[config.mk]
export PLATFORM = sky130hd
export DESIGN_NAME = rave_queue
export DESIGN_NICKNAME = d
export VERILOG_FILES = /design/src/rtl/core/rave_pkg.sv /design/src/rtl/core/rave_queue.sv
export SDC_FILE = /design/constraint.sdc
export NUM_CORES = 1
export LEC_CHECK = 0
export BUFFER_PORTS_ARGS = -buffer_cell sky130_fd_sc_hd__buf_2
export CORE_AREA = 2 2 251 253
export DETAILED_ROUTE_END_ITERATION = 8
export DIE_AREA = 0 0 253 255
export HOLD_SLACK_MARGIN = 0.15
export MAX_ROUTING_LAYER = met4
export PLACE_DENSITY = 0.76
export SYNTH_ARGS = -nofsm -noshare
export SYNTH_HDL_FRONTEND = slang
export SYNTH_SLANG_ARGS = --single-unit
[constraint.sdc]
create_clock -name clock -period 10.2 [get_ports clock]
set_input_delay 2.04 -clock clock [delete_from_list [all_inputs] [get_ports clock]]
set_output_delay 2.04 -clock clock [all_outputs]
set_load 0.005 [all_outputs]
[src/rtl/core/rave_pkg.sv]
// ============================================================================
// rave_pkg
// Shared types and constants of the ray arrow vertex expander.
// ============================================================================
package rave_pkg;

   localparam int VERTICES_PER_RAY = 7;
   localparam int FRAC_BITS        = 16;

   // configuration port
   localparam int CSR_W     = 32;
   localparam int CSR_IDX_W = 2;
   localparam logic [CSR_IDX_W-1:0] CSR_CAM_X     = 2'd0;
   localparam logic [CSR_IDX_W-1:0] CSR_CAM_Y     = 2'd1;
   localparam logic [CSR_IDX_W-1:0] CSR_CAM_Z     = 2'd2;
   localparam logic [CSR_IDX_W-1:0] CSR_THICKNESS = 2'd3;

   localparam int THICK_W = 31;
   localparam logic [THICK_W-1:0] THICK_RESET = 31'd6554;

   // distance scale, clamped to [1, 1.5]
   localparam int SCALE_W = FRAC_BITS + 1;
   localparam logic [SCALE_W-1:0] SCALE_ONE = SCALE_W'(1 << FRAC_BITS);
   localparam logic [SCALE_W-1:0] SCALE_LIM = SCALE_W'(3 << (FRAC_BITS - 1));
   localparam logic [32:0]        MAG_LIM   = 33'(3 << (FRAC_BITS - 1));

   localparam logic [30:0] SQRT3_Q30 = 31'd1859775393;

   // vertex numbering
   localparam int VTX_W = 3;
   localparam logic [VTX_W-1:0] VTX_QUAD0  = 3'd0;
   localparam logic [VTX_W-1:0] VTX_QUAD1  = 3'd1;
   localparam logic [VTX_W-1:0] VTX_QUAD2  = 3'd2;
   localparam logic [VTX_W-1:0] VTX_QUAD3  = 3'd3;
   localparam logic [VTX_W-1:0] VTX_HEAD_L = 3'd4;
   localparam logic [VTX_W-1:0] VTX_TIP    = 3'd5;
   localparam logic [VTX_W-1:0] VTX_HEAD_R = 3'd6;
   localparam logic [VTX_W-1:0] VTX_LAST   = VTX_W'(VERTICES_PER_RAY - 1);

   typedef logic signed [31:0] coord_type;
   typedef logic signed [32:0] side_type;
   typedef logic signed [33:0] tip_type;

   // classified request, front to back
   typedef struct packed {
      coord_type [2:0] org;
      coord_type [2:0] dir;
      coord_type [2:0] fwd;
      logic [31:0]     color;
      logic            last;
      logic            big;
   } ray_type;

   // finished arrow geometry, back to emitter
   typedef struct packed {
      coord_type [2:0] org;
      coord_type [2:0] dir;
      side_type  [2:0] side;
      tip_type   [2:0] tip;
      logic [31:0]     color;
      logic            last;
   } arrow_type;

endpackage

[src/rtl/core/rave_queue.sv]
// ============================================================================
// rave_queue
// Two-entry request queue between the front stage and the arithmetic back.
// ============================================================================
module rave_queue (
   input  logic              clock,
   input  logic              reset,
   input  logic              push_valid,
   output logic              push_full,
   input  rave_pkg::ray_type push_data,
   input  logic              pop,
   output logic              pop_valid,
   output rave_pkg::ray_type pop_data
);
   import rave_pkg::*;

   localparam int DEPTH = 2;

   ray_type    slot_ff [DEPTH];
   logic       wr_ptr_ff, wr_ptr_in;
   logic       rd_ptr_ff, rd_ptr_in;
   logic [1:0] count_ff, count_in;
   logic       do_push;
   logic       do_pop;

   assign push_full = (count_ff == 2'(DEPTH));
   assign pop_valid = (count_ff != 2'd0);
   assign pop_data  = slot_ff[rd_ptr_ff];
   assign do_push   = push_valid && !push_full;
   assign do_pop    = pop && pop_valid;

   always_comb begin
      wr_ptr_in = do_push ? !wr_ptr_ff : wr_ptr_ff;
      rd_ptr_in = do_pop ? !rd_ptr_ff : rd_ptr_ff;
      count_in  = count_ff + 2'(do_push) - 2'(do_pop);
   end

   always_ff @(posedge clock) begin
      if (reset) begin
         wr_ptr_ff <= 1'b0;
         rd_ptr_ff <= 1'b0;
         count_ff  <= 2'd0;
      end else begin
         wr_ptr_ff <= wr_ptr_in;
         rd_ptr_ff <= rd_ptr_in;
         count_ff  <= count_in;
      end
      if (do_push) begin
         slot_ff[wr_ptr_ff] <= push_data;
      end
   end

endmodule

### Yosys cells after proc, flatten, opt, wreduce, memory -nomap -nowiden

Memory sizes are Yosys's and may differ from the RTL's. A register that Yosys moved wholly into a read port is not among the register bits.
Index checks and enable logic that the tools add are counted.

* register bits after elaboration: 4
* bits in latches: 0
* bits in writable memories: 644
* ROM bits: 0
* input bits: 326
* logic and storage cells: 17
* memories: 1

Memory list
* slot_ff: depth 2, bits a word 322, read ports 1, clocked after memory_dff 1, write ports 1, RTL line rave_queue.sv:19 `ray_type slot_ff [DEPTH];`

* $add $sub $neg: 2
* multiply operators: 0
* div/mod/pow operators: 0
* order comparisons: 0
* eq/ne operators: 1
* shifts and indexed selects: 0
* multiplexer cells: 4
* bitwise operators: 0
* reductions and logical operators: 6

Operator list (number)
* 1-bit 2-to-1 mux: 4
* 1-bit logical NOT: 3
* 2-bit by 1-bit adder with 2-bit output: 1
* 2-bit == test (second input constant): 1
* 1-bit logical AND: 2
* 2-bit nonzero test: 1
* 2-bit by 1-bit subtractor with 2-bit output: 1

### Logic depth before layout (Yosys ltp)

* word-level depth: 5
* depth in mapped cells: 8
* mapped depth without buffers: 8

### Least setup slack after synthesis

No wires, ideal clock.

* path kind: in2reg
* start point: in push_valid
* end point: mem slot_ff[1][0] in the netlist's numbering (enable)
* library setup time: 727 ps
* data arrival time: 9408 ps
* slack: 65 ps
* stages: 1
* buffers on the path: 0
* cells stage by stage: and3_1

* cells in the longest elaborated chain, start to end: 3

Ends and longest elaborated chain
* start: declaration: RTL line rave_queue.sv:8 `input logic push_valid,`
* 1-bit logical AND: RTL line rave_queue.sv:29 `assign do_push = push_valid && !push_full;`
* 1-bit 2-to-1 mux: RTL line rave_queue.sv:48 `if (do_push) begin`
* 1-bit 2-to-1 mux (implied by the code): RTL line rave_queue.sv:49 `slot_ff[wr_ptr_ff] <= push_data;`
* end: declaration: RTL line rave_queue.sv:19

Every way passes these cells.

==> impl_results.md <==
- Critical Path Slowest Stage Cell: buf_4
- Antenna violations before repair: 18
- Setup violators final: 0
- Worst EP required: between 8 and 9 ns
- Worst Max-Slew Pin Slew: about 1.3 ns
- Setup ws final: between 4 and 5 ns
- Initial Util: between 30% and 40%
- Syn. warnings: 0
- Metal2 WL: around 27 mm
- Vias in the first global route: about 13,000
- Finished Core Util: between 40% and 50%
- Synth cell count leaders: edfxtp_1, mux2_4, mux2_2
- Tmin final: ~5.5 ns
- Multi-input gate area: between 0.004 and 0.005 sq mm
- Area leader, netlist: edfxtp_1
- Count of unique library cells instantiated by Yosys: 22
- Total grt overflow: 0
- Peak supply drop: 0.164 mV
- Buf/Inv on CP: 3
- Synth top area cells: edfxtp_1, mux2_4, mux2_2
- Skew final: 0.0377 ns
- Pwr dens: 246 mW/mm^2
- Fin. max-slew vios: 0
- Io pins: 650
- Rows: 92
- DRT Pass-1 Iters: 4
- Yosys top cell area share: between 70% and 80%
- WL final: 53.3 mm
- CP Cell Sequence: buf_4 > buf_12 > mux2_4 > buf_2
- WP data arrival: roughly 3.5 ns
- Via Count: 12,200
- Worst-path clk slew: approximately 0.06 ns
- Asr flop ratio synth: 0%
- Post_cts resized: 0
- FILL cells: roughly 5,000
- Crit path max fanout: roughly 140
- CTS sink count: roughly 650
- Clk root buf: clkbuf_16
- Fin Setup TNS: 0 ns
- Critical Path Sink Type: output pin
- Clock latency on the worst-skew pair: about 0.61 ns
- Post-synth EDFFs: around 640
- Post-CTS Setup Inserts: 0
- Critical Path Start Type: register
- Outcome: complete, no violations
- Post-DRT Antenna Nets: 0
- Crit Path Class: reg2out
- Area Overhead vs Synth: 25.1%
- Largest net degree at the start of global routing: 140
- Yosys reg bits: about 650
- Hold WC Path Type: reg2reg
- Global-route wire length before repair: between 70 and 80 mm
- Synth Instances: 1,028
- Layout cells sized above 1: 60.7%
- Hold-fix buffer count after cts: 0
- Met1 WL: just under 20 mm
- Port Buf Inserts: 649
- CTS tree: built
- Dpl hpwl: 36.1 mm
- Die height: ~260 um
- DR top layer: met4
- CP top delay family: buffers and inverters
- Max_slew headroom: a little over a tenth
- Total track usage: 16.0%
- Max Root-Sink Buffers: 3
- Count leader, synth: edfxtp_1
- Post-route DRC: 0
- Fmax achieved: ~180 MHz
- GP Congestion: around 0.79
- Wire per inst: a little over 20 um
- Pre-CTS setup slack: roughly 5.3 ns
- Initial DRC count: approximately 550
- Mapped Avg Cell Area: 24.0 sq um
- Vias/cell: between 4 and 5
- Fin crit share: between 50% and 60%
- Static Leak: about 12 nW
- Reg area: 0.0194 sq mm
- Die X-Extent: between 200 and 300 um
- Hold Fails Final Rpt: 0
- CORE AREA: between 0.06 and 0.07 sq mm
- Die Footprint: 0.0645 sq mm
- Metal3 WL: about 4.8 mm
- Total of max-cap violations: 0
- Layout Nets: between 2,000 and 2,500
- Mapped Area: roughly 0.025 sq mm
- Slowest stage delay, CP: 0.74 ns
- Main flop type after synthesis: edfxtp_1
- CTS Buf Count: 70
- Net Count, Synth: around 1,400
- RSZ-0062 raised after global routing: false
- Post-synthesis sequential area ratio: 78.6%
- H-Tree Depth: 3
==> worst reg2reg max path: stages, from the launching register on <==
cell      delay [ns]
dfxtp_1         0.37
nand2b_1        0.17
inv_1           0.08
or3_1           0.42
inv_8           0.57
buf_4           1.02
==> layout by cell type, fill, tap and decap left out <==
cell type	count
and3_4	1
dfxtp_1	4
xnor2_1	2
o21a_1	1
or2_2	1
clkinv_16	1
dfxtp_4	1
nor2_1	3
nand2_1	1
buf_4	2
a21oi_1	1
ha_1	2
clkbuf_16	73
diode_2	21
nand2b_1	1
inv_6	2
or3_1	1
nor2b_1	1
mux2_2	42
clkbuf_1	19
inv_8	4
clkinv_2	9
buf_2	649
mux2_4	280
inv_16	2
inv_1	3
xor2_1	1
edfxtp_1	644
clkinv_1	11
clkinv_8	1
o21ai_0	1
bufinv_16	4
buf_12	5
==> final cells by class <==
| class | count | share of cell area [%] |
|---|---|---|
| antenna | 21 | 0.170 |
| clock buffer | 92 | 6.14 |
| clock inverter | 33 | 1.11 |
| inverter | 4 | 0.0728 |
| multi-input combinational | 339 | 15.5 |
| sequential | 649 | 62.9 |
| tap | 799 | 3.23 |
| timing repair buffer | 656 | 10.9 |
==> flip-flops by register name (all words and copies together) (netlist names), named ones only <==
name,cells
rd_ptr_ff,1
slot_ff,644
count_ff,2
wr_ptr_ff,1
==> path summary, 6_finish.rpt <==
path	endpoint	depth (start not counted)	start	slack [ns]
setup reg to reg	slot_ff[0][136]	5	count_ff[0]	7.08
setup / recovery	pop_data[172]	4	register	4.66
hold / removal	wr_ptr_ff	2	wr_ptr_ff	0.53
hold reg to reg	wr_ptr_ff	2	wr_ptr_ff	0.53
==> stage by stage <==
step	hold WS, ns	instance area [sq um]	instances	total power, mW
2_1_floorplan	0.452	24700	1028	4.70
3_3_place_gp	0.473	28600	2447	5.16
3_5_place_dp	0.513	28600	2447	5.20
4_1_cts	0.525	30900	2572	7.69
5_1_grt	0.567	30900	2590	7.89
6_report	0.526	30900	2593	7.59
==> cells by family (layout without fill, tap and decap cells) <==
| kind of cell | count (synthesis) | count (layout) | share of synthesized area [%] |
|---|---|---|---|
| xor gates and xnor gates | 3 | 3 | 0.106 |
| buffers and inverters | 40 | 785 | 1.97 |
| other | 0 | 21 | 0 |
| adders and majority gates | 2 | 2 | 0.101 |
| muxes | 322 | 322 | 18.9 |
| AOI/OAI and AO/OA | 3 | 3 | 0.0708 |
| DFF | 649 | 649 | 78.6 |
| and+or+nand+nor | 9 | 9 | 0.187 |
==> where the power goes <==
part	leakage [nW]	switching, mW	internal [mW]
Clock	1.10	1.02	1.43
Combinational	4.84	0.797	0.930
Sequential	6.06	0.0952	3.32
==> per-layer routing <==
layer / vias to the layer above / track usage, %
met4: 0 / 6.20
met1: 6060 / 16.9
met2: 490 / 27.1
met5: - / -
li1: 5530 / -
met3: 83 / 5.91
Note: power is estimated with default switching activity, not from simulation.
