[src/rtl/core/rave_pkg.sv]
// ============================================================================
// rave_pkg
// Shared types and constants of the ray arrow vertex expander.
// ============================================================================
package rave_pkg;

   localparam int VERTICES_PER_RAY = 7;
   localparam int FRAC_BITS        = 16;

   // configuration port
   localparam int CSR_W     = 32;
   localparam int CSR_IDX_W = 2;
   localparam logic [CSR_IDX_W-1:0] CSR_CAM_X     = 2'd0;
   localparam logic [CSR_IDX_W-1:0] CSR_CAM_Y     = 2'd1;
   localparam logic [CSR_IDX_W-1:0] CSR_CAM_Z     = 2'd2;
   localparam logic [CSR_IDX_W-1:0] CSR_THICKNESS = 2'd3;

   localparam int THICK_W = 31;
   localparam logic [THICK_W-1:0] THICK_RESET = 31'd6554;

   // distance scale, clamped to [1, 1.5]
   localparam int SCALE_W = FRAC_BITS + 1;
   localparam logic [SCALE_W-1:0] SCALE_ONE = SCALE_W'(1 << FRAC_BITS);
   localparam logic [SCALE_W-1:0] SCALE_LIM = SCALE_W'(3 << (FRAC_BITS - 1));
   localparam logic [32:0]        MAG_LIM   = 33'(3 << (FRAC_BITS - 1));

   localparam logic [30:0] SQRT3_Q30 = 31'd1859775393;

   // vertex numbering
   localparam int VTX_W = 3;
   localparam logic [VTX_W-1:0] VTX_QUAD0  = 3'd0;
   localparam logic [VTX_W-1:0] VTX_QUAD1  = 3'd1;
   localparam logic [VTX_W-1:0] VTX_QUAD2  = 3'd2;
   localparam logic [VTX_W-1:0] VTX_QUAD3  = 3'd3;
   localparam logic [VTX_W-1:0] VTX_HEAD_L = 3'd4;
   localparam logic [VTX_W-1:0] VTX_TIP    = 3'd5;
   localparam logic [VTX_W-1:0] VTX_HEAD_R = 3'd6;
   localparam logic [VTX_W-1:0] VTX_LAST   = VTX_W'(VERTICES_PER_RAY - 1);

   typedef logic signed [31:0] coord_type;
   typedef logic signed [32:0] side_type;
   typedef logic signed [33:0] tip_type;

   // classified request, front to back
   typedef struct packed {
      coord_type [2:0] org;
      coord_type [2:0] dir;
      coord_type [2:0] fwd;
      logic [31:0]     color;
      logic            last;
      logic            big;
   } ray_type;

   // finished arrow geometry, back to emitter
   typedef struct packed {
      coord_type [2:0] org;
      coord_type [2:0] dir;
      side_type  [2:0] side;
      tip_type   [2:0] tip;
      logic [31:0]     color;
      logic            last;
   } arrow_type;

endpackage

[src/rtl/core/rave_front.sv]
// ============================================================================
// rave_front
// Request stage: takes a ray, forms camera minus origin and classifies it.
// ============================================================================
module rave_front (
   input  logic                  clock,
   input  logic                  reset,
   input  rave_pkg::coord_type [2:0] cam,
   input  logic                  req_valid,
   output logic                  req_stall,
   input  rave_pkg::coord_type [2:0] org,
   input  rave_pkg::coord_type [2:0] dir,
   input  logic [31:0]           color,
   input  logic                  last,
   output logic                  push_valid,
   input  logic                  push_full,
   output rave_pkg::ray_type     push_data
);
   import rave_pkg::*;

   logic              valid_ff, valid_in;
   ray_type           ray_ff, ray_in;
   logic signed [32:0] fw [3];
   logic [32:0]       fw_mag [3];
   logic              wide;
   logic              big;
   logic              open_slot;

   always_comb begin
      for (int i = 0; i < 3; i++) begin
         fw[i]     = 33'($signed(cam[i])) - 33'($signed(org[i]));
         fw_mag[i] = fw[i][32] ? 33'(33'd0 - fw[i]) : fw[i];
      end
      wide = (fw[0][32] != fw[0][31]) || (fw[1][32] != fw[1][31]) ||
             (fw[2][32] != fw[2][31]);
      big  = (fw_mag[0] >= MAG_LIM) || (fw_mag[1] >= MAG_LIM) || (fw_mag[2] >= MAG_LIM);
   end

   assign open_slot = !valid_ff || !push_full;
   assign req_stall = !open_slot;

   always_comb begin
      ray_in   = ray_ff;
      valid_in = valid_ff;
      if (open_slot) begin
         valid_in = req_valid;
         ray_in.org   = org;
         ray_in.dir   = dir;
         ray_in.color = color;
         ray_in.last  = last;
         ray_in.big   = big;
         for (int i = 0; i < 3; i++) begin
            // halve a wide offset so the cross product keeps its direction
            ray_in.fwd[i] = wide ? fw[i][32:1] : fw[i][31:0];
         end
      end
   end

   always_ff @(posedge clock) begin
      if (reset) begin
         valid_ff <= 1'b0;
      end else begin
         valid_ff <= valid_in;
      end
      ray_ff <= ray_in;
   end

   assign push_valid = valid_ff;
   assign push_data  = ray_ff;

endmodule

[config.mk]
export PLATFORM = sky130hd
export DESIGN_NAME = rave_front
export DESIGN_NICKNAME = d
export VERILOG_FILES = /design/src/rtl/core/rave_pkg.sv /design/src/rtl/core/rave_front.sv
export SDC_FILE = /design/constraint.sdc
export NUM_CORES = 1
export LEC_CHECK = 0
export ABC_AREA = 1
export BUFFER_PORTS_ARGS = -buffer_cell sky130_fd_sc_hd__buf_4
export CAP_MARGIN = 40
export CORE_AREA = 2 2 250 252
export CTS_BUF_LIST = sky130_fd_sc_hd__clkbuf_4
export DETAILED_ROUTE_END_ITERATION = 16
export DIE_AREA = 0 0 252 254
export HOLD_SLACK_MARGIN = 0.02
export SLEW_MARGIN = 40
export SYNTH_ARGS = -nofsm -noshare
export SYNTH_HDL_FRONTEND = slang
export SYNTH_SLANG_ARGS = --single-unit
[constraint.sdc]
create_clock -name clock -period 18.3 [get_ports clock]
set_input_delay 0 -clock clock [delete_from_list [all_inputs] [get_ports clock]]
set_output_delay 0 -clock clock [all_outputs]
set_load 0.1 [all_outputs]
## Yosys cells after proc, flatten, opt, wreduce, memory -nomap -nowiden

Cells that the tools add are included.

- Output and inout bits: 324
- Bits of input ports: 325
- Register bits after elaboration: 323

- Eq/ne operators: 3
- $add $sub $neg: 6
- Magnitude comparators: 3
- Reduce and logical (&&, ||, !) cells: 8
- Mux-type cells: 6

Operator list:

| operator | number |
|---|---|
| $ge A33 B17 Y1 const B | 3 |
| $mux W33 | 3 |
| $sub A1 B33 Y33 const A | 3 |
| $sub A32 B32 Y33 | 3 |
| $mux W32 | 3 |
| $logic_or A1 B1 Y1 | 5 |
| $logic_not A1 Y1 | 3 |
| $ne A1 B1 Y1 | 3 |

## Logic depth before layout (Yosys ltp)

Gate-level depths: netlist of the first run.

- Depth in word-level cells: 6
- Depth in mapped cells: 28

## Worst setup path before layout of the first run

Ideal clock, no wire load.

- Kind: reg2reg
- From: register valid_ff, in the netlist push_valid
- To: register valid_ff, in the netlist push_valid
- Stages on the path, launching flop included: 5
- Slack: 6.698 ns
- Setup time: 0.129 ns
- Arrival time: 11.474 ns
- Buffers on the path: 0
- Clock period less this slack: 11.602 ns
- Cell sequence: dfxtp_1 nand2_1 inv_1 nor2_1 nor2_1

- Cells in the longest elaborated chain, start to end: 2

RTL lines:

| item | RTL line | text |
|---|---|---|
| from (decl) | rave_front.sv:21 | `logic valid_ff, valid_in;` |
| from (signal assigned) | rave_front.sv:63 | `valid_ff <= valid_in;` |
| $logic_not A1 Y1 | rave_front.sv:39 | `assign open_slot = !valid_ff \|\| !push_full;` |
| $logic_or A1 B1 Y1 | rave_front.sv:39 |  |

Every way passes these cells.
A chain may end at the register's enable or synchronous reset.

## Final worst setup path of the first run

- From: input cam[32] (netlist bit)
- To: register ray_ff, in the netlist push_data[110], data pin

- Cells in the longest elaborated chain, start to end: 5

RTL lines:

| item | RTL line | text |
|---|---|---|
| from (decl) | rave_front.sv:8 | `input rave_pkg::coord_type [2:0] cam,` |
| $sub A32 B32 Y33 | rave_front.sv:31 | `fw[i] = 33'($signed(cam[i])) - 33'($signed(org[i]));` |
| $ne A1 B1 Y1 | rave_front.sv:34 | `wide = (fw[0][32] != fw[0][31]) \|\| (fw[1][32] != fw[1][31]) \|\|` |
| $logic_or A1 B1 Y1 (2 in series) | rave_front.sv:34 |  |
| $mux W32 | rave_front.sv:54 | `ray_in.fwd[i] = wide ? fw[i][32:1] : fw[i][31:0];` |
| to (signal assigned) | rave_front.sv:65 | `ray_ff <= ray_in;` |
| to (decl) | rave_front.sv:22 | `ray_type ray_ff, ray_in;` |

Every way passes these cells.

==> results.toml, run 1 <==
[logic_synthesis]
ys_types = 48
syn_inst = 3061
async_flop_share = 0
synth_nets = 3488
yosysSeqAreaShare = 0.434
synthAdderAreaFrac = 0.0581
syn_area_per_cell_um2 = 7.30
synth.ff_latch_count = 323
syn-cell-area_um2 = 22300
synth_xor_area_frac = 0.00851
synthFlopType = "edfxtp_1"
synth_top_family_by_area = "simple AND/OR/NAND/NOR gates"
synth-edff-count = 322
synth_compound_area_frac = 0.0561
synth-simple-area-share = 0.340
synth_warnings = 0
synth.area.mux_share = 0.000448

[cts]
clkTransAtPathRegs_ns = 0.07
clock_latency_ns = 0.86
cts-root-buf = "clkbuf_4"
clock_path_buffers = 3
cts_tree = "built"
cts_sinks = 323
h-tree-depth = 3
cts_made_buffers = 93

[grt]
grt_max_degree = 152
antenna_found_initial = 6
grt.total_usage = 0.273
grt_pass1_vias = 24100
grt_overflow = 0
grt_pass1_wl_um = 135000

[status]
outcome = "completed"

[detailed_routing]
wl_per_cell_um = 17.4
wl_met2_um = 44700
wl_met1_um = 34900
via_per_inst = 4.74
wirelength_um = 90500
vias = 24700
ant_nets = 0
dr_wl_met3_um = 6270
top_layer = "met4"
drt_pass1_iterations = 6
drt-initial-drc-count = 1633
route.detailed.drc = 0

[layout]
final_cells = 5207
final_common_cell = "nand2_1"
fillers = 5618
area_growth_pct = 56.0
utilization = 0.569
stdcell_area_um2 = 34800
layout_common_cells = "1,104 x nand2_1, 648 x buf_4, 566 x dlygate4sd3_1"
nNetsFinal = 4771
drive_gt1_frac = 0.204

[worst_setup_path]
max_stage_delay_ns = 0.55
critPathKind = "in2reg"
critPathCaptureType = "register"
cp_slowest_cell = "dlygate4sd3_1"
start_kind = "input port"
ff2ff_setup_slack_ns = 15.65
cp.arrival_ns = 5.04
cp.required_ns = 18.90
cpMostUsedCell = "nand2_1"
crit_fanout = 91

[floorplan]
initial_core_util = 0.365
core_area_um2 = 61300
die_area_um2 = 64000
die_x_um = 252
io_pins = 649
die_h_um = 254
num_rows = 91

[power_and_ir_drop]
p_leak_nw = 17.7
irDropWorstVdd_v = 0.0000772
p_per_area_nw_per_um2 = 100

[placement]
place.gp.congestion = 0.942
place_area_um2 = 28000
numPortBuffers = 648
hpwl_um = 64400
dp.cells = 4472

[sta]
clock.fmax_mhz = 225
timing.final.max_slew_violations = 0
grt_setup_unrepaired = "no"
slew_headroom = 0.508
final.setup_skew_ns = 0.0590
timing.hold.ws_ns = 0.0917
setup-violations-final = 0
setup_tns_ns = 0
period_minus_slack_ns = 4.44
worst_pin_slew_ns = 0.738
finalHoldViolCount = 0
period_share = 0.243

[job]
drv_cap = 0

[worst_hold_path]
worstHoldPathType = "in2reg"
==> critical path, delay by kind of cell <==
kind	cells	cell delay, ns
adders and majority gates	2	0.66
buffers and inverters	8	2.53
and+or+nand+nor	14	1.72
AOI/OAI and AO/OA	1	0.07
==> layer usage <==
metal	track usage	up-vias
li1	-	12400
met1	0.308	11100
met2	0.483	932
met3	0.0577	204
met4	0.145	0
met5	0	-
==> cells by family (layout without fill, tap and decap cells) <==
logic type	count (synthesis)	count (layout)
AOI/OAI and AO/OA	237	237
xor gates and xnor gates	20	20
adders and majority gates	102	102
buffers and inverters	576	1925
DFF	323	323
muxes	1	1
other	0	7
and+or+nand+nor	1802	1802
==> state kept, by name, summed over array words and instances, names as in the netlist <==
register,count
push_valid,1
push_data,322
==> metrics by stage <==
step | setup WS [ns] | total power [mW]
2_1_floorplan | 6.70 | 2.26
3_3_place_gp | 13.78 | 2.67
3_5_place_dp | 13.65 | 2.68
4_1_cts | 13.50 | 3.49
6_report | 13.86 | 3.49
5_1_grt | 13.36 | 3.66
==> synth_stat cells, types with 11 or more instances <==
cell type | n | share of area
nand2_1 | 1106 | 0.19
inv_1 | 532 | 0.089
edfxtp_1 | 322 | 0.43
nor2_1 | 276 | 0.046
nand3_1 | 258 | 0.058
ha_1 | 99 | 0.055
o21ai_0 | 79 | 0.018
a21oi_1 | 67 | 0.015
o21ai_1 | 65 | 0.015
nand2_2 | 43 | 0.012
nand4_1 | 35 | 0.0098
nor2_2 | 20 | 0.0056
xor2_1 | 17 | 0.0067
buf_6 | 15 | 0.0076
nand3b_1 | 15 | 0.0050
nand3_2 | 14 | 0.0063
nor3_1 | 13 | 0.0029
inv_2 | 11 | 0.0018
==> area by class of cell <==
class | instances | area [µm²] | share of cell area
Clock inverter | 30 | 139 | 0.00399
Sequential cell | 323 | 9690 | 0.278
Multi-Input combinational cell | 2162 | 10400 | 0.298
Clock buffer | 131 | 983 | 0.0282
Antenna cell | 7 | 17.5 | 0.000503
Tap cell | 790 | 988 | 0.0284
Timing Repair Buffer | 1219 | 10600 | 0.305
Inverter | 545 | 2050 | 0.0588
==> what timing repair did <==
item                       4_1_cts  5_1_grt
hold endpoints to repair       344        0
setup buffers                    0        0
setup endpoints to repair        0        0
hold buffers                   566        0
gates resized for setup          0        0
==> worst paths after layout <==
check	from	end	cells after the start
worst max-delay path	cam[32]	push_data[110]	25
worst min-delay path	cam[41]	push_data[75]	6
worst max register to register	push_valid	push_data[267]	4
worst min register to register	push_valid	push_data[240]	1
==> where the power goes <==
group | internal (mW) | total (mW) | switching (mW) | leakage, nW
logic | 0.454 | 1.80 | 1.35 | 13.7
clock network | 0.330 | 0.686 | 0.357 | 0.666
registers | 0.950 | 1.00 | 0.0511 | 3.36
total | 1.73 | 3.49 | 1.75 | 17.7
No activity file was read; power rests on OpenSTA's default activity.
==> run 2: changes to the inputs <==
--- a/config.mk
+++ b/config.mk
@@ -5,13 +5,13 @@
 export SDC_FILE = /design/constraint.sdc
 export NUM_CORES = 1
 export LEC_CHECK = 0
-export ABC_AREA = 1
+export ABC_AREA = 0
 export BUFFER_PORTS_ARGS = -buffer_cell sky130_fd_sc_hd__buf_4
 export CAP_MARGIN = 40
-export CORE_AREA = 2 2 250 252
+export CORE_AREA = 2 2 253 255
 export CTS_BUF_LIST = sky130_fd_sc_hd__clkbuf_4
 export DETAILED_ROUTE_END_ITERATION = 16
-export DIE_AREA = 0 0 252 254
+export DIE_AREA = 0 0 255 257
 export HOLD_SLACK_MARGIN = 0.02
 export SLEW_MARGIN = 40
 export SYNTH_ARGS = -nofsm -noshare
==> constraint.sdc (replaced) <==
create_clock -name clock -period 3.9 [get_ports clock]
set_input_delay 0 -clock clock [delete_from_list [all_inputs] [get_ports clock]]
set_output_delay 0 -clock clock [all_outputs]
set_load 0.1 [all_outputs]
==> run 2 against run 1 <==
Net effect:
- the run now ends with negative setup slack left
- die area grew 2.4%
- global-route usage shrank 0.41 points
- area after synthesis shrank 11%
- clock power grew to 4.8 times the previous value
- critical endpoint is now push_data[0]
==> results.toml, run 2 <==
[logic_synthesis]
synth_area_leader_cell = "edfxtp_1"
syn_area_per_cell_um2 = 10.3
syn_inst = 1925
syn-cell-area_um2 = 19800
async_flop_share = 0
synth.ff_latch_count = 323
yosysSeqAreaShare = 0.489
yosysTopAreaCellShare = 0.488
ys_types = 101
synthFlopType = "edfxtp_1"
synthTopCellsByArea = "edfxtp_1 49%, ha_1 6.2%, nand2_1 4.4%"
synth-edff-count = 322
synth_warnings = 0
synth_commonest_cells = "322 x edfxtp_1, 231 x nand2_1, 140 x o21ai_0"
synth_nets = 2352
yosysMostFrequentCell = "edfxtp_1"

[cts]
clock_latency_ns = 0.84
clkTransAtPathRegs_ns = 0.07
clock_path_buffers = 3
cts_sinks = 323
cts_made_buffers = 93
cts_tree = "built"
cts-root-buf = "clkbuf_4"
h-tree-depth = 3

[layout]
largest_reg_flops = 322
multi_input_area_um2 = 9670
final_common_cell = "buf_4"
layout_common_cells = "1,191 x buf_4, 506 x dlygate4sd3_1, 322 x edfxtp_1"
area_growth_pct = 83.0
final_cells = 4583
drive_gt1_frac = 0.392
stdcell_area_um2 = 36300
seqCellArea_um2 = 9690
nNetsFinal = 4090
fillers = 5221

[detailed_routing]
ant_nets = 0
wirelength_um = 90900
vias = 22700
drt-initial-drc-count = 1140
drt_pass1_iterations = 5
route.detailed.drc = 0
via_per_inst = 4.95
wl_per_cell_um = 19.8

[sta]
slew_headroom = 0.463
clock.fmax_mhz = 256
setup_tns_ns = -0.0105
final.setup_skew_ns = 0.0376
period_share = 1.00
finalHoldViolCount = 0
worst_pin_slew_ns = 0.805
grt_setup_unrepaired = "yes"
setup-violations-final = 1
setup_ws_ns = -0.0105
timing.final.max_slew_violations = 0
period_minus_slack_ns = 3.91

[job]
drv_cap = 0

[placement]
place_area_um2 = 29800
hpwl_um = 64700
place.gp.congestion = 0.946
numPortBuffers = 648
dp.cells = 3906

[worst_setup_path]
cp.buffers_inverters = 5
cp.required_ns = 4.49
max_stage_delay_ns = 0.54
cpMostUsedCell = "buf_4"
cp_top_family = "compound AO/OA/AOI/OAI gates"
start_kind = "input port"
cp_slowest_cell = "dlygate4sd3_1"
critPathCaptureType = "register"
cp.arrival_ns = 4.50
crit_fanout = 5
critPathKind = "in2reg"
crit_chain = "dlygate4sd3_1 -> buf_4 -> inv_1 -> ha_1 -> buf_4 -> a21oi_1 -> o211ai_1 -> a221o_1 -> buf_4 -> nor4_1 -> a311oi_2 -> and4b_1 -> nand3_1 -> a21bo_1 -> a2111o_1 -> a211o_1 -> or4b_1 -> or4_1"

[grt]
antenna_found_initial = 7
grt_max_degree = 97
grt.total_usage = 0.269
grt_pass1_vias = 23800
grt_overflow = 0
grt_pass1_wl_um = 136000

[status]
outcome = "finished, violations left"
violations = "negative setup slack"

[floorplan]
io_pins = 649
num_rows = 92
die_area_um2 = 65500
core_area_um2 = 62700
initial_core_util = 0.316
die_h_um = 257
die_x_um = 255

[power_and_ir_drop]
irDropWorstVdd_v = 0.000578
p_per_area_nw_per_um2 = 481
p_leak_nw = 16.3

[worst_hold_path]
worstHoldPathType = "in2reg"
==> run 2: cell families (layout without fill, tap and decap cells) <==
logic type	after synthesis	after routing	synth area share
compound gates	535	535	0.178
xor+xnor	75	75	0.0350
fa+ha+maj	102	102	0.0655
buf+inv	194	1999	0.0406
flops	323	323	0.489
mux	44	44	0.0228
other cells	0	7	0
simple gates	652	652	0.169
==> run 2: worst paths after layout <==
kind	startpoint	end	slack, ns	cells after the start
max reg2reg	push_valid	push_valid	1.55	6
max	org[80]	push_data[0]	-0.01	18
min	cam[26]	push_data[60]	0.06	7
min reg2reg	push_valid	push_data[2]	1.22	1
==> run 2: area by class of cell <==
class                   count  area share
repair buffers           1707       0.392
flip-flops and latches    323       0.267
multi-input cells        1408       0.267
well taps                 846      0.0292
clock buffers             126      0.0261
inverters                 130      0.0135
clock inverters            36     0.00548
diodes                      7    0.000483
==> run 2: worst reg2reg max path: stages, from the launching register on <==
cell	delay [ns]
dfxtp_1	0.36
nand2_8	0.57
buf_12	0.42
inv_1	0.19
nor2_1	0.12
nor2_1	0.05
dlygate4sd3_1	0.54
==> run 2: metrics by stage <==
stage                     total power [mW]  setup WS [ns]   util  hold slack [ns]
after floorplan                       10.4         -0.356      -           0.0724
after global placement                13.5         -0.896  0.474            0.156
after detailed placement              13.5         -0.925  0.474            0.163
after CTS                             17.3        0.00802  0.573           0.0220
after global routing                  18.2         -0.189  0.578           0.0537
final                                 17.4        -0.0105  0.578           0.0599
==> run 2: power by group <==
| group | internal, mW | switching (mW) | leakage (nW) |
|---|---|---|---|
| Sequential | 4.48 | 0.204 | 3.35 |
| Combinational | 3.01 | 6.44 | 12.3 |
| Clock | 1.58 | 1.74 | 0.680 |
| Total | 9.07 | 8.38 | 16.3 |
==> run 2: what timing repair did <==
item	CTS	global route
hold endpoints to repair	346	0
endpoints found under the setup margin	0	13
buffers inserted	0	2
resized for setup	0	57
hold buffers	506	0
==> run 2: layer usage <==
layer | global-route usage | part of all wire | up-vias
li1 | - | - | 10800
met1 | 0.281 | 0.37 | 10800
met2 | 0.488 | 0.51 | 788
met3 | 0.0705 | 0.071 | 239
met4 | 0.144 | 0.055 | 0
met5 | 0 | 0 | -
